**config.mk**
```make
export PLATFORM = sky130hd
export DESIGN_NAME = isotp_receive_reassembler_core
export DESIGN_NICKNAME = d
export VERILOG_FILES = /design/src/rtl/core/isotp_rx_pkg.sv /design/src/rtl/core/isotp_rx_fsm.sv /design/src/rtl/core/isotp_receive_reassembler_core.sv
export SDC_FILE = /design/constraint.sdc
export NUM_CORES = 1
export LEC_CHECK = 0
export BUFFER_PORTS_ARGS = -buffer_cell sky130_fd_sc_hd__buf_2
export CORE_MARGIN = 2
export CORE_UTILIZATION = 34
export DETAILED_ROUTE_END_ITERATION = 8
export RECOVER_POWER = 50
export SYNTH_ARGS = -nofsm -noshare
export SYNTH_HDL_FRONTEND = slang
export SYNTH_SLANG_ARGS = --single-unit
```
**constraint.sdc**
```tcl
create_clock -name clk -period 13.6 [get_ports clk]
set_input_delay 3.4 -clock clk [delete_from_list [all_inputs] [get_ports clk]]
set_output_delay 3.4 -clock clk [all_outputs]
set_load 0.03 [all_outputs]
```
**src/rtl/core/isotp_rx_pkg.sv**
```systemverilog
package isotp_rx_pkg;

  // Result kinds
  localparam logic [1:0] RK_PAYLOAD = 2'd0;
  localparam logic [1:0] RK_FLOWCTL = 2'd1;
  localparam logic [1:0] RK_STATUS  = 2'd2;

  // Message status codes
  localparam logic [2:0] ST_OK             = 3'd0;
  localparam logic [2:0] ST_TIMEOUT        = 3'd1;
  localparam logic [2:0] ST_UNEXPECTED_PCI = 3'd2;
  localparam logic [2:0] ST_SEQUENCE       = 3'd3;
  localparam logic [2:0] ST_BAD_FRAME      = 3'd4;

  // Configuration register indexes
  localparam logic [1:0] CFG_PAD_BYTE   = 2'd0;
  localparam logic [1:0] CFG_BLOCK_SIZE = 2'd1;
  localparam logic [1:0] CFG_SEP_TIME   = 2'd2;
  localparam logic [1:0] CFG_TIMEOUT    = 2'd3;

  // Input kinds
  localparam logic KIND_FRAME = 1'b0;
  localparam logic KIND_TICK  = 1'b1;

  // PCI frame types (upper nibble of byte 0)
  localparam logic [3:0] PCI_SF = 4'h0;
  localparam logic [3:0] PCI_FF = 4'h1;
  localparam logic [3:0] PCI_CF = 4'h2;

  localparam logic [7:0]  FC_CTS      = 8'h30;  // flow status: continue to send
  localparam logic [3:0]  SF_MAX_LEN  = 4'd7;
  localparam logic [11:0] FF_MIN_LEN  = 12'd8;
  localparam logic [2:0]  FF_PAYLOAD  = 3'd6;
  localparam logic [2:0]  CF_PAYLOAD  = 3'd7;
  localparam logic [3:0]  FC_LEN      = 4'd8;
  localparam logic [3:0]  SEQ_FIRST   = 4'd1;

  localparam logic [7:0]  PAD_RST     = 8'hAA;
  localparam logic [15:0] TIMEOUT_RST = 16'd1000;

  typedef struct packed {
    logic [7:0]  pad;
    logic [7:0]  bs;
    logic [7:0]  stmin;
    logic [15:0] timeout;
  } cfg_t;

  // Words produced by one item: payload bytes, then optional flow control,
  // then optional status.
  typedef struct packed {
    logic [6:0][7:0] pay;
    logic [2:0]      n_pay;
    logic            fc;
    logic            st_en;
    logic [2:0]      st;
  } burst_t;

  function automatic logic [3:0] burst_len(input burst_t b);
    logic [3:0] fc_n;
    fc_n = b.fc ? FC_LEN : 4'd0;
    return {1'b0, b.n_pay} + fc_n + {3'b000, b.st_en};
  endfunction

endpackage

```
**src/rtl/core/isotp_rx_fsm.sv**
```systemverilog
module isotp_rx_fsm (
  input  logic                   clk,
  input  logic                   rst,
  input  logic                   take,
  input  logic                   kind,
  input  logic [7:0][7:0]        frame,
  input  isotp_rx_pkg::cfg_t     cfg,
  output isotp_rx_pkg::burst_t   burst
);
  import isotp_rx_pkg::*;

  typedef enum logic [1:0] {
    S_IDLE = 2'b01,
    S_RECV = 2'b10
  } state_t;

  state_t      state, state_next;
  logic [11:0] total_length, total_length_next;
  logic [11:0] bytes_received, bytes_received_next;
  logic [3:0]  expected_sequence, expected_sequence_next;
  logic [15:0] idle_tick_count, idle_tick_count_next;

  logic [3:0]  pci, low;
  logic [11:0] ff_len, need, rcvd_sum;
  logic [15:0] tick_inc;
  logic [2:0]  take_n;

  always_comb begin
    pci      = frame[0][7:4];
    low      = frame[0][3:0];
    ff_len   = {low, frame[1]};
    tick_inc = idle_tick_count + 16'd1;
    need     = (total_length > bytes_received) ? (total_length - bytes_received) : 12'd0;
    take_n   = (need < 12'd7) ? need[2:0] : CF_PAYLOAD;
    rcvd_sum = bytes_received + {9'd0, take_n};

    state_next             = state;
    total_length_next      = total_length;
    bytes_received_next    = bytes_received;
    expected_sequence_next = expected_sequence;
    idle_tick_count_next   = idle_tick_count;

    burst = '0;
    for (int i = 0; i < 7; i++) begin
      burst.pay[i] = frame[i + 1];
    end

    if (take) begin
      if (kind == KIND_TICK) begin
        if (state == S_RECV) begin
          if (tick_inc >= cfg.timeout) begin
            burst.st_en = 1'b1;
            burst.st    = ST_TIMEOUT;
            state_next  = S_IDLE;
          end else begin
            idle_tick_count_next = tick_inc;
          end
        end
      end else if (state == S_IDLE) begin
        case (pci)
          PCI_SF: begin
            burst.st_en = 1'b1;
            if (low == 4'd0 || low > SF_MAX_LEN) begin
              burst.st = ST_BAD_FRAME;
            end else begin
              burst.n_pay = low[2:0];
              burst.st    = ST_OK;
            end
          end
          PCI_FF: begin
            if (ff_len < FF_MIN_LEN) begin
              burst.st_en = 1'b1;
              burst.st    = ST_BAD_FRAME;
            end else begin
              for (int i = 0; i < 6; i++) begin
                burst.pay[i] = frame[i + 2];
              end
              burst.n_pay            = FF_PAYLOAD;
              burst.fc               = 1'b1;
              state_next             = S_RECV;
              total_length_next      = ff_len;
              bytes_received_next    = {9'd0, FF_PAYLOAD};
              expected_sequence_next = SEQ_FIRST;
              idle_tick_count_next   = '0;
            end
          end
          default: begin
            burst.st_en = 1'b1;
            burst.st    = ST_UNEXPECTED_PCI;
          end
        endcase
      end else if (pci != PCI_CF) begin
        burst.st_en = 1'b1;
        burst.st    = ST_UNEXPECTED_PCI;
        state_next  = S_IDLE;
      end else if (low != expected_sequence) begin
        burst.st_en = 1'b1;
        burst.st    = ST_SEQUENCE;
        state_next  = S_IDLE;
      end else begin
        burst.n_pay            = take_n;
        bytes_received_next    = rcvd_sum;
        expected_sequence_next = expected_sequence + 4'd1;
        idle_tick_count_next   = '0;
        if (rcvd_sum >= total_length) begin
          burst.st_en = 1'b1;
          burst.st    = ST_OK;
          state_next  = S_IDLE;
        end
      end
    end

    // back to idle clears the message context
    if (state_next == S_IDLE) begin
      total_length_next      = '0;
      bytes_received_next    = '0;
      expected_sequence_next = SEQ_FIRST;
      idle_tick_count_next   = '0;
    end
  end

  always_ff @(posedge clk) begin
    if (rst) begin
      state             <= S_IDLE;
      total_length      <= '0;
      bytes_received    <= '0;
      expected_sequence <= SEQ_FIRST;
      idle_tick_count   <= '0;
    end else begin
      state             <= state_next;
      total_length      <= total_length_next;
      bytes_received    <= bytes_received_next;
      expected_sequence <= expected_sequence_next;
      idle_tick_count   <= idle_tick_count_next;
    end
  end

  a_recv_ctx: assert property (@(posedge clk) disable iff (rst)
    state == S_RECV |-> (bytes_received < total_length) && (total_length >= FF_MIN_LEN))
    else $error("receive context inconsistent");

  a_idle_ctx: assert property (@(posedge clk) disable iff (rst)
    state == S_IDLE |-> (expected_sequence == SEQ_FIRST) && (idle_tick_count == 16'd0)
                        && (bytes_received == 12'd0))
    else $error("idle context not cleared");

endmodule

```
**src/rtl/core/isotp_receive_reassembler_core.sv**
```systemverilog
// Channel  | Direction | Handshake         | Word
// config   | in        | cfg_we            | cfg_index, cfg_data
// frames   | in        | in_valid/in_stall | kind, byte0..byte7
// results  | out       | out_valid/out_stall | result_kind, data_byte, status, last
//
// Each input word yields 0 to 14 result words, delivered one per cycle
// while out_stall is low. The next input word is taken only once the single
// burst register is empty or hands its last word to the output register.
// An input word passes the input, burst and output registers in turn.
// Reset (rst, synchronous) returns to idle and loads the register defaults.
// out_stall holds the output register; the burst and input registers back up
// behind it and raise in_stall.
module isotp_receive_reassembler_core (
  input  logic        clk,
  input  logic        rst,
  input  logic        cfg_we,
  input  logic [1:0]  cfg_index,
  input  logic [15:0] cfg_data,
  input  logic        in_valid,
  output logic        in_stall,
  input  logic        kind,
  input  logic [7:0]  byte0,
  input  logic [7:0]  byte1,
  input  logic [7:0]  byte2,
  input  logic [7:0]  byte3,
  input  logic [7:0]  byte4,
  input  logic [7:0]  byte5,
  input  logic [7:0]  byte6,
  input  logic [7:0]  byte7,
  output logic        out_valid,
  input  logic        out_stall,
  output logic [1:0]  result_kind,
  output logic [7:0]  data_byte,
  output logic [2:0]  status,
  output logic        last
);
  import isotp_rx_pkg::*;

  // configuration registers
  cfg_t cfg;

  always_ff @(posedge clk) begin
    if (rst) begin
      cfg.pad     <= PAD_RST;
      cfg.bs      <= '0;
      cfg.stmin   <= '0;
      cfg.timeout <= TIMEOUT_RST;
    end else if (cfg_we) begin
      case (cfg_index)
        CFG_PAD_BYTE:   cfg.pad     <= cfg_data[7:0];
        CFG_BLOCK_SIZE: cfg.bs      <= cfg_data[7:0];
        CFG_SEP_TIME:   cfg.stmin   <= cfg_data[7:0];
        CFG_TIMEOUT:    cfg.timeout <= cfg_data;
        default: ;
      endcase
    end
  end

  // input register
  logic            in_q_valid;
  logic            in_q_kind;
  logic [7:0][7:0] in_q_frame;

  // burst register: what one item still has to emit
  logic       burst_valid;
  burst_t     burst_q;
  logic [3:0] burst_total;
  logic [3:0] idx;

  burst_t     burst_new;
  logic [3:0] new_len;
  logic       out_load, advance, burst_last, burst_free, take;

  assign out_load   = !out_valid || !out_stall;
  assign advance    = burst_valid && out_load;
  assign burst_last = (idx == burst_total - 4'd1);
  assign burst_free = !burst_valid || (advance && burst_last);
  assign take       = in_q_valid && burst_free;
  assign in_stall   = in_q_valid && !burst_free;
  assign new_len    = burst_len(burst_new);

  always_ff @(posedge clk) begin
    if (rst) begin
      in_q_valid <= 1'b0;
    end else if (!in_stall) begin
      in_q_valid <= in_valid;
    end
  end

  always_ff @(posedge clk) begin
    if (!in_stall && in_valid) begin
      in_q_kind  <= kind;
      in_q_frame <= {byte7, byte6, byte5, byte4, byte3, byte2, byte1, byte0};
    end
  end

  isotp_rx_fsm u_fsm (
    .clk   (clk),
    .rst   (rst),
    .take  (take),
    .kind  (in_q_kind),
    .frame (in_q_frame),
    .cfg   (cfg),
    .burst (burst_new)
  );

  always_ff @(posedge clk) begin
    if (rst) begin
      burst_valid <= 1'b0;
      idx         <= '0;
    end else if (take && new_len != 4'd0) begin
      burst_valid <= 1'b1;
      idx         <= '0;
    end else if (advance && burst_last) begin
      burst_valid <= 1'b0;
    end else if (advance) begin
      idx <= idx + 4'd1;
    end
  end

  always_ff @(posedge clk) begin
    if (take && new_len != 4'd0) begin
      burst_q     <= burst_new;
      burst_total <= new_len;
    end
  end

  // pick the word at idx: payload, then flow control, then status
  logic [3:0] n_pay, fc_off;
  logic [1:0] w_kind;
  logic [7:0] w_data, fc_byte;
  logic [2:0] w_status;

  always_comb begin
    n_pay  = {1'b0, burst_q.n_pay};
    fc_off = idx - n_pay;
    case (fc_off[2:0])
      3'd0:    fc_byte = FC_CTS;
      3'd1:    fc_byte = cfg.bs;
      3'd2:    fc_byte = cfg.stmin;
      default: fc_byte = cfg.pad;
    endcase
    if (idx < n_pay) begin
      w_kind   = RK_PAYLOAD;
      w_data   = burst_q.pay[idx[2:0]];
      w_status = ST_OK;
    end else if (burst_q.fc && fc_off < FC_LEN) begin
      w_kind   = RK_FLOWCTL;
      w_data   = fc_byte;
      w_status = ST_OK;
    end else begin
      w_kind   = RK_STATUS;
      w_data   = '0;
      w_status = burst_q.st;
    end
  end

  // output register
  always_ff @(posedge clk) begin
    if (rst) begin
      out_valid <= 1'b0;
    end else if (out_load) begin
      out_valid <= burst_valid;
    end
  end

  always_ff @(posedge clk) begin
    if (advance) begin
      result_kind <= w_kind;
      data_byte   <= w_data;
      status      <= w_status;
      last        <= burst_last;
    end
  end

  a_burst_idx: assert property (@(posedge clk) disable iff (rst)
    burst_valid |-> (burst_total != 4'd0) && (idx < burst_total))
    else $error("burst index beyond burst length");

  a_no_gap: assert property (@(posedge clk) disable iff (rst)
    out_valid && !out_stall && !last |=> out_valid)
    else $error("gap inside one item's result words");

  a_stall_src: assert property (@(posedge clk) disable iff (rst)
    in_stall |-> in_q_valid && burst_valid)
    else $error("input stalled with nothing pending");

endmodule
```
## Word-level counts from Yosys, hierarchy flattened

Index checks and enable logic that the tools add are counted.
W data, S select, Z words.

- Magnitude comparators: 9
- Reductions and logical operators: 32
- Muxes and demuxes: 61
- Equal/unequal tests: 22
- Bitwise logic cells: 3
- Add/subtract/negate cells: 9

Operators with widths:

| cell | count |
|---|---|
| $mux W16 | 8 |
| $mux W52 | 2 |
| $mux W48 | 2 |
| $mux W12 | 6 |
| $mux W4 | 14 |
| $mux W56 | 1 |
| $bmux W8 S3 | 1 |
| $mux W8 | 3 |
| $pmux W8 S3 | 1 |
| $mux W2 | 11 |
| $mux W3 | 6 |
| $add A16 B1 Y16 const B | 1 |
| $ge A16 B16 Y1 | 1 |
| $add A12 B3 Y12 | 1 |
| $ge A12 B12 Y1 | 1 |
| $gt A12 B12 Y1 | 1 |
| $lt A12 B3 Y1 const B | 1 |
| $lt A12 B4 Y1 const B | 1 |
| $sub A12 B12 Y12 | 1 |
| $reduce_and A2 Y1 | 5 |
| $add A4 B1 Y4 const B | 2 |
| $logic_not A4 Y1 | 2 |
| $pmux W4 S2 | 1 |
| $logic_and A1 B1 Y1 | 7 |
| other kinds (33) | 56 |

- Output and inout port bits: 16
- Word-level logic and storage cells: 173
- Register bits: 239
- Input bits: 88

## Logic depth before layout (Yosys ltp)

Gate-level depths: netlist of run 1.

- Depth in word-level cells: 18
- Gate-level depth with buffers: 31
- Mapped depth without buffers: 31

## Modules after synthesis

A second synthesis of run 1 with hierarchy kept.

- Cell total of the unflattened synthesis: 1168
- Area total of the unflattened synthesis: 11986.5 µm²

Modules (own cells, without submodules):

| module | area each (µm²) | times used | cells each | seq. area each (µm²) |
|---|---|---|---|---|
| isotp_receive_reassembler_core | 7166.9 | 1 | 469 | 5325.1 |
| isotp_rx_fsm | 4819.6 | 1 | 699 | 920.9 |

## Least setup slack after synthesis of run 1

OpenSTA, ideal clock, no wires.

- Path type: register to register
- From: reg u_fsm.total_length[0]
- To: reg burst_q[0] in the netlist's numbering, enable pin
- Required time: 13.171 ns
- Arrival: 7.461 ns
- Buffers on the path: 0
- Clock period less this slack: 7.890 ns
- Cell stages (with the launch flop): 31
- Path slack: 5.710 ns
- Setup time: 0.429 ns
- Path through: dfxtp_1 > inv_1 > ha_1 > fa_1 > or2b_1 > a21oi_1 > xnor2_1 > o21ai_0 > a2111o_1 > nor4_1 > nor2b_1 > ha_1 > a21oi_1 > nand2_1 > and3_1 > and3_1 > nand3_1 > xnor2_1 > ha_1 > a211oi_1 > and3_1 > o21ai_0 > a21boi_0 > o22ai_1 > ha_1 > and3_1 > a31o_2 > o41ai_4 > mux2_2 > a21oi_2 > or2_1

- Cells in the longest elaborated chain, start to end: 15
- Elaborated cells on any way between the ends: 21
- Classes of those cells: add/sub: 4; order compare: 3; mux: 12; reduce/logical: 2

Ends and longest elaborated chain:

| what | RTL line | text |
|---|---|---|
| start: declaration | isotp_rx_fsm.sv:18 | `logic [11:0] total_length, total_length_next;` |
| start signal: assignment | isotp_rx_fsm.sv:131 | `total_length <= total_length_next;` |
| $sub A12 B12 Y12 / $gt A12 B12 Y1 (equally long branches) | isotp_rx_fsm.sv:33 | `need = (total_length > bytes_received) ? (total_length - bytes_received) : 12'd0;` |
| $mux W12 | isotp_rx_fsm.sv:33 |  |
| $lt A12 B3 Y1 | isotp_rx_fsm.sv:34 | `take_n = (need < 12'd7) ? need[2:0] : CF_PAYLOAD;` |
| $mux W3 | isotp_rx_fsm.sv:34 |  |
| $add A12 B3 Y12 | isotp_rx_fsm.sv:35 | `rcvd_sum = bytes_received + {9'd0, take_n};` |
| $ge A12 B12 Y1 | isotp_rx_fsm.sv:105 | `if (rcvd_sum >= total_length) begin` |
| $mux W4 | isotp_rx_fsm.sv:105 |  |
| $mux W4 | isotp_rx_fsm.sv:96 | `end else if (low != expected_sequence) begin` |
| $mux W4 | isotp_rx_fsm.sv:92 | `end else if (pci != PCI_CF) begin` |
| $mux W4 | isotp_rx_fsm.sv:59 | `end else if (state == S_IDLE) begin` |
| $mux W4 | isotp_rx_fsm.sv:49 | `if (kind == KIND_TICK) begin` |
| $mux W56 * | isotp_rx_fsm.sv:48 | `if (take) begin` |
| $add A4 B1 Y4 * | isotp_rx_pkg.sv:61 | `return {1'b0, b.n_pay} + fc_n + {3'b000, b.st_en};` |
| $reduce_bool A4 Y1 * | isotp_receive_reassembler_core.sv:122 | `if (take && new_len != 4'd0) begin` |
| $logic_and A1 B1 Y1 * | isotp_receive_reassembler_core.sv:122 |  |
| end signal: assignment | isotp_receive_reassembler_core.sv:123 | `burst_q <= burst_new;` |
| end: declaration | isotp_receive_reassembler_core.sv:66 | `burst_t burst_q;` |

Every way passes the cells marked *; elsewhere a longest branch is shown, timed or not.
A chain may end at the register's enable or synchronous reset.

## Worst setup path in the final report of run 1

- From: in out_stall
- To: out in_stall

- Cells in the longest elaborated chain, start to end: 7

Ends and longest elaborated chain:

| what | RTL line | text |
|---|---|---|
| start: declaration | isotp_receive_reassembler_core.sv:31 | `input logic out_stall,` |
| $logic_not A1 Y1 | isotp_receive_reassembler_core.sv:74 | `assign out_load = !out_valid \|\| !out_stall;` |
| $logic_or A1 B1 Y1 | isotp_receive_reassembler_core.sv:74 |  |
| $logic_and A1 B1 Y1 | isotp_receive_reassembler_core.sv:75 | `assign advance = burst_valid && out_load;` |
| $logic_and A1 B1 Y1 | isotp_receive_reassembler_core.sv:77 | `assign burst_free = !burst_valid \|\| (advance && burst_last);` |
| $logic_or A1 B1 Y1 | isotp_receive_reassembler_core.sv:77 |  |
| $logic_not A1 Y1 | isotp_receive_reassembler_core.sv:79 | `assign in_stall = in_q_valid && !burst_free;` |
| $logic_and A1 B1 Y1 | isotp_receive_reassembler_core.sv:79 |  |
| end: declaration | isotp_receive_reassembler_core.sv:20 | `output logic in_stall,` |

Every way passes these cells.

==> impl_results.md, run 1 <==
* Critical Path RT at 10.20 ns
* CP arrival at 4.69 ns
* Global-route wire length before repair at 45400 µm
* FF-to-FF path depth at 30
* Clock Sinks at ~240
* I/O pin count at 104
* Drt drc at 0
* Synth Instances at 1183
* Worst Setup Start Kind: input port
* Commonest cells in the netlist: 245 x nand2_1, 146 x edfxtp_1, 93 x dfxtp_1, 77 x a21oi_1, 69 x nor2_1
* DIE WIDTH at roughly 190 µm
* Hold Buf Count CTS at 0
* Hold Fails Final Rpt at 0
* Max Freq at approximately 120 MHz
* Gpl congestion at 0.885
* Max VDD drop at approximately 0.093 mV
* Total gr overflow at 0
* Tightest Pin Transition at around 3.6 ns
* Maximum capacitance violations at 2
* DR WL met3 at between 1000 and 1500 µm
* CTS Buf Count at 26
* Pwr/cell area at between 100 and 150 nW/µm²
* Largest net degree at the start of global routing at 68
* Clk_skew at between 0.015 and 0.02 ns
* Uppermost layer routed: met4
* Synth area leader: edfxtp_1
* Primary FF master, synth: edfxtp_1
* Critical path's most frequent cell: buf_2
* Post-synth EDFFs at 146
* Post-Route Setup TNS at 0 ns
* RSZ-0062 raised after global routing: no
* Status: finished, violations left
* Vias in the first global route at roughly 8500
* Htree depth at 1
* Final net count at about 1400
* Via density at slightly above 5
* Failing checks: max-capacitance violations, max-slew violations
* Cells after DPL at approximately 1700
* Clock root cell: clkbuf_16
* Row count at 68
* Routed wire length at 28200 µm
* Final Power at 1.55 mW
* Pleak at 5.38 nW
* Area fraction of the dominant cell type after synthesis at 0.366
* Crit path cell chain: buf_2 > nand2_1 > inv_1 > o41a_2 > and2_0 > buf_2
* Number of port buffers at between 100 and 150
* Top cells by area, synth: edfxtp_1 37%, dfxtp_1 16%, nand2_1 7.7%
* Drt wl/cell at between 15 and 20 µm
* Core Area at 34600 µm²
* FF+latch area at roughly 6200 µm²
* Synth Cell Area at approximately 12000 µm²
* Mapped Nets at 1327
* Crit share post-route at 0.595
* Critical Path Max Stage Delay at 0.55 ns
* Skew-Pair Late Insertion Delay at 0.53 ns
* Synthesized flop and latch total at roughly 240
* Post-Layout Cell Count at 1747
* Area Overhead vs Synth at 14.2%
* Final setup violation count at 0
* Pre-Repair DR Iteration Count at 7
* Slowest-stage cell, CP: o41a_2
* Die height at 192 µm
* CTS tree: done
* Ys async rst share at 0
* ANT cells at 0
* Worst hold slack at around 0.46 ns
* Min-delay worst type: register to register
* Clk buf depth at 3
* Fill cells at 3390
* GRT Util Overall at 0.154
* Hpwl dp at 19900 µm
* Initial antenna violation count at 0
* Post-Route M1 WL at approximately 14000 µm
* Syn avg cell area at between 10 and 15 µm²
* Share of the yosys chip area belonging to registers at 0.521
* Drt first-iter violations at around 600
* Yosys warns at 0
* Crit end category: output port
* Fin crit period at approximately 8 ns
* Slew margin rel. at -1.42
* Fraction of layout cells with a size suffix above 1 at 0.121
* Post-synthesis cell type count at 75
* Crit Path Class: input port to output port
* Post-CTS setup buffer count at 0
* Slew Viols, Final at roughly 100
* Hold Crit Depth at 0
* Most frequent cell after synthesis: nand2_1
* WL met2 at 12700 µm
* Clk pin slew, worst setup/hold paths at roughly 0.060 ns
* Crit-path max FO at 6
* Final ANT Viol Nets at 0
* Vias at approximately 8800
* Cts repair resizes at 0
* Die area at roughly 37000 µm²
* Multi-input gate area at 5270 µm²
* Starting Density at 0.346
[cell families (layout without fill, tap and decap cells)]
group	after synthesis	count (layout)	synth area share
compound gates	234	234	0.129
xor+xnor	47	47	0.0343
simple gates	451	451	0.172
fa+ha+maj	56	56	0.0603
mux	43	43	0.0444
flops	239	239	0.521
buf+inv	113	222	0.0393
[metrics by stage]
step / setup slack (ns) / utilization / cell area [µm²]
finish: 5.51 / 0.395 / 13700
global route: 4.80 / 0.395 / 13700
CTS: 5.53 / 0.397 / 13700
detailed placement: 5.52 / 0.373 / 12900
global placement: 5.52 / 0.373 / 12900
floorplan: 5.71 / - / 12000
[cell usage in the layout, fill, tap and decap left out, types with 13 or more instances in the layout]
master     synthesis  layout
clkbuf_16          0      28
xnor2_1           24      24
nor2_1            69      69
xor2_1            23      23
inv_1             59      59
and3_1            19      19
edfxtp_1         146     146
clkbuf_1          35      34
ha_1              53      53
buf_2              8      83
o21ai_0           48      49
mux2i_1           34      34
a21o_1            13      13
nand3b_1          17      17
nand2_1          245     245
dfxtp_1           93      93
a21oi_1           77      77
o211ai_1          17      17
nand3_1           24      24
[sequential cells by signal (all words and copies together) (netlist names)]
signal	cells
burst_q	63
burst_total	4
burst_valid	1
cfg	40
data_byte	8
idx	4
in_q_frame	64
in_q_kind	1
in_q_valid	1
last	1
out_valid	1
result_kind	2
status	3
u_fsm.bytes_received	12
u_fsm.expected_sequence	4
u_fsm.idle_tick_count	16
u_fsm.state	2
u_fsm.total_length	12
[worst paths after layout]
path / from / endpoint / slack (ns)
max: out_stall / in_stall / 5.51
min: in_q_frame[58] / burst_q[58] / 0.46
max reg2reg: u_fsm.total_length[0] / burst_q[8] / 5.53
min reg2reg: in_q_frame[58] / burst_q[58] / 0.46
[power breakdown]
part | switching (mW) | internal, mW
clock network | 0.280 | 0.397
registers | 0.0127 | 0.791
logic | 0.0402 | 0.0252
total | 0.333 | 1.21
[layout make-up]
type | instances | area share
flip-flops and latches | 239 | 0.456
multi-input cells | 831 | 0.385
clock buffers | 39 | 0.0542
well taps | 455 | 0.0416
repair buffers | 114 | 0.0410
inverters | 60 | 0.0165
clock inverters | 9 | 0.00558
[routing by layer]
layer / track usage / vias to the layer above
li1: - / 4390
met1: 0.228 / 4195
met2: 0.243 / 203
met3: 0.0205 / 29
met4: 0.0284 / 0
met5: 0 / -
[worst max-delay path: cells and delay by family]
kind | cells | cell delay (ns)
AOI/OAI and AO/OA | 1 | 0.55
buffers and inverters | 3 | 0.38
and+or+nand+nor | 2 | 0.36
(Power assumes the default switching activity.)
==> run 2, diff against run 1 <==
--- a/config.mk
+++ b/config.mk
@@ -5,6 +5,7 @@
 export SDC_FILE = /design/constraint.sdc
 export NUM_CORES = 1
 export LEC_CHECK = 0
+export ABC_AREA = 1
 export BUFFER_PORTS_ARGS = -buffer_cell sky130_fd_sc_hd__buf_2
 export CORE_MARGIN = 2
 export CORE_UTILIZATION = 34
==> constraint.sdc (replaced) <==
create_clock -name clk -period 7.63 [get_ports clk]
set_input_delay 1.9075 -clock clk [delete_from_list [all_inputs] [get_ports clk]]
set_output_delay 1.9075 -clock clk [all_outputs]
set_load 0.03 [all_outputs]
==> run 2 against run 1 <==
Net effect:
- the run still ends with max-capacitance violations, max-slew violations left
- clock power grew 92%
- sequential power increased by 79%
- power rose by 86%
- critical path depth rose by 40
- via count grew 5.7%
- combinational power increased by 100%
- synthesized cell count is 17% higher
- worst setup slack got worse by 4.5 ns
- core utilization grew 0.098 points
- count of clock-buffer cells in the layout decreased by 7
- register-to-register slack got worse by 4.5 ns
- cell count is 12% higher
- largest power group unchanged
==> impl_results.md, run 2 <==
* Status: finished, violations left
* Failing checks: max-capacitance violations, max-slew violations
* Core Area at approximately 35000 µm²
* Critical Path Max Stage Delay at roughly 0.54 ns
* Fin crit period at ~6.6 ns
* Post-synth EDFFs at roughly 150
* Final net count at ~1600
* Largest register by flop count: in_q_frame
* Commonest non-fill, non-tap cells in the layout: 327 x nand2_1, 184 x inv_1, 152 x nor2_1
* Cells after DPL at 1907
* Vias at 9323
* Area Overhead vs Synth at 14.7%
* Share of the yosys chip area belonging to registers at 0.522
* Htree depth at 1
* DIE WIDTH at about 190 µm
* Area fraction of the dominant cell type after synthesis at 0.367
* Row count at 68
* Synth area leader: edfxtp_1
* Routed wire length at 28700 µm
* Hpwl dp at slightly above 20000 µm
* Top cells by area, synth: edfxtp_1 37%, dfxtp_1 16%, nand2_1 10%
* Buf+Inv Stages, Crit Path at 8
* CP delay by family, top: simple AND/OR/NAND/NOR gates
* Pre-Repair DR Iteration Count at 5
* Number of port buffers at roughly 100
* Final ANT Viol Nets at 0
* Syn avg cell area at just under 9 µm²
* ANT cells at 0
* Drt first-iter violations at about 670
* Final setup violation count at 0
* Tightest Pin Transition at approximately 3.6 ns
* Hold Buf Count CTS at 0
* Crit Path Class: register to register
* Gpl congestion at between 0.8 and 0.9
* Cts repair resizes at 0
* Commonest cells in the netlist: 326 x nand2_1, 184 x inv_1, 151 x nor2_1, 146 x edfxtp_1, 113 x o21ai_0
* Drt wl/cell at 14.6 µm
* Largest net degree at the start of global routing at 66
* Max Freq at 151 MHz
* Synth Instances at about 1400
* Commonest non-fill, non-tap cell in the layout: nand2_1
* Skew-Pair Late Insertion Delay at roughly 0.54 ns
* Multi-input gate area at 4750 µm²
* Post-synthesis cell type count at 50
* Critical Path RT at 7.86 ns
* Worst Setup Start Kind: register
* Clock Sinks at around 240
* Global-route wire length before repair at approximately 46000 µm
* Maximum capacitance violations at 2
* CP arrival at slightly below 7 ns
* GRT Util Overall at 0.156
* Crit share post-route at 0.868
* Crit-path max FO at 36
* Vias in the first global route at 8899
* Die area at around 37000 µm²
* Post-Layout Cell Count at around 2000
* Fraction of layout cells with a size suffix above 1 at 0.106
* Total gr overflow at 0
* Pwr/cell area at approximately 210 nW/µm²
* Slowest-stage cell, CP: inv_2
* Synthesized flop and latch total at about 240
* Clk_skew at 0.0149 ns
* Ys async rst share at 0
* Starting Density at 0.345
* Max VDD drop at 0.174 mV
* Pleak at 5.81 nW
* Clk buf depth at 3
* RSZ-0062 raised after global routing: no
* Primary FF master, synth: edfxtp_1
* I/O pin count at around 100
* Crit end category: register
* Slew Viols, Final at roughly 120
* Synth Cell Area at around 12000 µm²
* Finished Cell Area at between 10000 and 15000 µm²
* Hold Fails Final Rpt at 0
* Drt drc at 0
* Clock root cell: clkbuf_16
* Mapped Nets at between 1500 and 2000
* Yosys warns at 0
* Die height at 192 µm
* Max reg flops at between 60 and 70
* Via density at around 4.8
* Fill cells at 3522
* Most frequent cell after synthesis: nand2_1
* Post-Route Setup TNS at 0 ns
* Slew margin rel. at -1.40
* Top Registers: in_q_frame: 64 flops, burst_q: 63 flops, cfg: 40 flops
* Min-delay worst type: register to register
* Post-CTS setup buffer count at 0
* Placed cell area at roughly 13000 µm²
* FF+latch area at roughly 6200 µm²
* Clk pin slew, worst setup/hold paths at about 0.060 ns
* Initial antenna violation count at 0
* Critical path's most frequent cell: nand2_1
* CTS Buf Count at 27
* CTS tree: done
-- run 2: where the power goes --
part / total [mW] / switching [mW] / internal, mW
combinational: 0.133 / 0.0886 / 0.0449
sequential: 1.44 / 0.0235 / 1.41
clock: 1.30 / 0.541 / 0.763
-- run 2: worst min-delay path, delay by kind of cell, from the launching register on --
kind | cells | cell delay, ns
DFF | 1 | 0.29
AOI/OAI and AO/OA | 1 | 0.06
buffers and inverters | 1 | 0.05
-- run 2: per-stage QoR --
stage          hold slack, ns  setup slack, ns   util  total power, mW
2_1_floorplan           0.424             1.13      -             1.53
3_3_place_gp            0.435             1.30  0.373             1.60
3_5_place_dp            0.438             1.06  0.373             1.60
4_1_cts                 0.451             1.03  0.399             2.91
5_1_grt                 0.476            0.240  0.396             2.98
6_report                0.450             1.01  0.396             2.88
-- run 2: logic make-up (layout without fill, tap and decap cells) --
group           count (synthesis)  after routing  synth area share
compound gates                232            232             0.110
xor+xnor                       29             29            0.0212
fa+ha+maj                      56             56            0.0605
buf+inv                       229            351            0.0765
flops                         239            239             0.522
simple gates                  595            595             0.209
-- run 2: final timing paths --
kind / from / end / slack (ns) / cells past startpoint
max: u_fsm.total_length[0] / burst_q[34] / 1.01 / 46
min: cfg[17] / cfg[17] / 0.45 / 2
max reg2reg: u_fsm.total_length[0] / burst_q[34] / 1.01 / 46
min reg2reg: cfg[17] / cfg[17] / 0.45 / 2
-- run 2: metal layers --
metal,share of wire,GRT usage
met3,0.051,0.0211
met1,0.48,0.219
met5,0,0
met4,0.017,0.0322
met2,0.45,0.255
-- run 2: cell type report --
class                           count  share of cell area
Sequential cell                   239               0.455
Multi-Input combinational cell    912               0.346
Clock buffer                       32              0.0537
Inverter                          192              0.0526
Tap cell                          455              0.0415
Timing Repair Buffer              109              0.0387
Clock inverter                     18              0.0120
==> run 3, diff against run 2 <==
--- a/config.mk
+++ b/config.mk
@@ -7,6 +7,7 @@
 export LEC_CHECK = 0
 export ABC_AREA = 1
 export BUFFER_PORTS_ARGS = -buffer_cell sky130_fd_sc_hd__buf_2
+export CORE_ASPECT_RATIO = 0.7
 export CORE_MARGIN = 2
 export CORE_UTILIZATION = 34
 export DETAILED_ROUTE_END_ITERATION = 8
==> run 3 against run 2 <==
Net effect:
- the flow still finishes with violations (max-capacitance violations, max-slew violations)
- clock skew rose by 0.0043 ns
- final area shrank 0.86%
- sequential share of layout area is 0.39 points higher
- worst setup slack better by 0.093 ns
- core utilization decreased by 0.38 points
- flip-flop and latch count did not move
- routed wire length rose by 2.3%
- first-iteration DRC count grew 6.9%
- sequential power barely moved
- hold slack worse by 0.0025 ns
- largest cell class unchanged
- highest routed layer unchanged
==> impl_results.md, run 3 (synthesized netlist as in run 2, its figures left out) <==
* Drt wl/cell at ~15 µm
* Die height at approximately 160 µm
* Hold Path Origin: in_q_frame[60]
* Post-Layout Cell Count at ~2000
* CTS tree: done
* Critical Path RT at around 7.9 ns
* RSZ-0062 raised after global routing: no
* ANT cells at 0
* Uppermost layer routed: met4
* Number of port buffers at around 100
* Pwr/cell area at between 200 and 250 nW/µm²
* Fraction of layout cells with a size suffix above 1 at 0.0995
* CP Launch Point: u_fsm.total_length[0]
* Global-route wire length before repair at 46600 µm
* FF+latch area at ~6200 µm²
* Post-CTS setup buffer count at 0
* Clock Sinks at between 200 and 250
* Fin crit period at approximately 6.5 ns
* Multi-input gate area at 4740 µm²
* Hold Fails Final Rpt at 0
* Worst hold slack at around 0.45 ns
* Crit share post-route at 0.856
* Post-Route Setup TNS at 0 ns
* Critical path's most frequent cell: nand2_1
* Hold Buf Count CTS at 0
* Max Freq at 153 MHz
* Clk_skew at between 0.015 and 0.02 ns
* Max VDD drop at ~0.15 mV
* CP arrival at approximately 6.8 ns
* Worst reg2reg startpoint: u_fsm.total_length[0]
* Clock root cell: clkbuf_16
* R2R Setup Slk at about 1.1 ns
* Vias in the first global route at a little under 9000
* Cts repair resizes at 0
* Clk pin slew, worst setup/hold paths at around 0.06 ns
* Cells after DPL at 1924
* Slew Viols, Final at 116
* Initial antenna violation count at 0
* Drt first-iter violations at ~720
* Min-delay worst type: register to register
* DIE WIDTH at between 200 and 250 µm
* Slew margin rel. at -0.505
* Worst Setup Start Kind: register
* Commonest non-fill, non-tap cells in the layout: 327 x nand2_1, 187 x inv_1, 153 x nor2_1
* Final ANT Viol Nets at 0
* Total gr overflow at 0
* Final setup violation count at 0
* Vias at 9462
* Die area at between 30000 and 40000 µm²
* Buf+Inv Stages, Crit Path at 8
* Area Overhead vs Synth at 13.8%
* Gpl congestion at approximately 0.89
* Max reg flops at 64
* FF-to-FF End: burst_q[35]
* Failing checks: max-capacitance violations, max-slew violations
* Fill cells at 3532
* Pleak at 5.76 nW
* CP delay by family, top: simple AND/OR/NAND/NOR gates
* Critical Path Max Stage Delay at 0.41 ns
* Crit end category: register
* FF-to-FF path depth at 46
* Core Area at between 30000 and 40000 µm²
* Skew-Pair Late Insertion Delay at 0.54 ns
* Crit Path Class: register to register
* Tightest Pin Transition at ~2.3 ns
* Hold Crit Depth at 0
* Hpwl dp at between 20000 and 25000 µm
* Starting Density at 0.345
* Drt drc at 0
* Final net count at between 1500 and 2000
* Via density at between 4 and 5
* CTS Buf Count at 25
* Maximum capacitance violations at 2
* Largest register by flop count: in_q_frame
* Clk buf depth at 3
* Htree depth at 1
* Post-Route M1 WL at ~16000 µm
* Largest net degree at the start of global routing at 63
* DR WL met3 at about 2200 µm
* WL met2 at around 11000 µm
* Pre-Repair DR Iteration Count at 5
* I/O pin count at about 100
* GRT Util Overall at 0.157
* Hold path endpoint: burst_q[60]
* Commonest non-fill, non-tap cell in the layout: nand2_1
* Status: finished, violations left
* Row count at 57
* Top Registers: in_q_frame: 64 flops, burst_q: 63 flops, cfg: 40 flops
* Crit-path max FO at 46
* Slowest-stage cell, CP: fa_1
* Routed wire length at about 29000 µm
[run 3: changes by cell type in the layout (fill, tap and decap cells not counted), sizes merged]
cell	change
clkinv	-7
clkbuf	+5
clkinvlp	-3
buf	+1
bufinv	-1
inv	+1
[run 3: worst max path at each step]
stage,to,slack [ns],cells after the start
after floorplan,burst_q[0],1.13,45
after global placement,burst_q[17],1.39,46
after detailed placement,burst_q[17],1.17,46
after CTS,burst_q[59],1.15,46
after global routing,burst_q[59],0.45,46
final,burst_q[35],1.10,46
[run 3: worst reg2reg max path: cells and delay by family (launching register included)]
family | cells | cell delay, ns
and+or+nand+nor | 28 | 2.52
adders and majority gates | 6 | 1.58
buffers and inverters | 8 | 1.14
AOI/OAI and AO/OA | 3 | 0.42
DFF | 1 | 0.33
xor gates and xnor gates | 1 | 0.16
[run 3: per-layer routing]
| layer | vias up | global-route usage |
|---|---|---|
| met4 | 0 | 0.0253 |
| met2 | 264 | 0.213 |
| met3 | 34 | 0.0375 |
| met1 | 4410 | 0.252 |
| li1 | 4754 | - |
| met5 | - | 0 |
[run 3: cell type report]
class,instances,area share
Clock inverter,8,0.00543
Multi-Input combinational cell,912,0.349
Sequential cell,239,0.459
Clock buffer,38,0.0511
Tap cell,472,0.0434
Inverter,192,0.0531
Timing Repair Buffer,109,0.0392
[run 3: metrics by stage]
| stage | area (µm²) | utilization | setup slack [ns] | total power [mW] |
|---|---|---|---|---|
| floorplan | 12000 | - | 1.13 | 1.53 |
| global placement | 12900 | 0.373 | 1.39 | 1.60 |
| detailed placement | 12900 | 0.373 | 1.17 | 1.60 |
| CTS | 13700 | 0.395 | 1.15 | 2.77 |
| global route | 13600 | 0.392 | 0.450 | 2.84 |
| finish | 13600 | 0.392 | 1.10 | 2.74 |
[run 3: report_power, final]
group | total (mW) | internal, mW | switching [mW] | leakage, nW
combinational | 0.134 | 0.0453 | 0.0887 | 3.27
clock | 1.17 | 0.664 | 0.509 | 0.369
sequential | 1.44 | 1.41 | 0.0248 | 2.12
total | 2.74 | 2.12 | 0.622 | 5.76
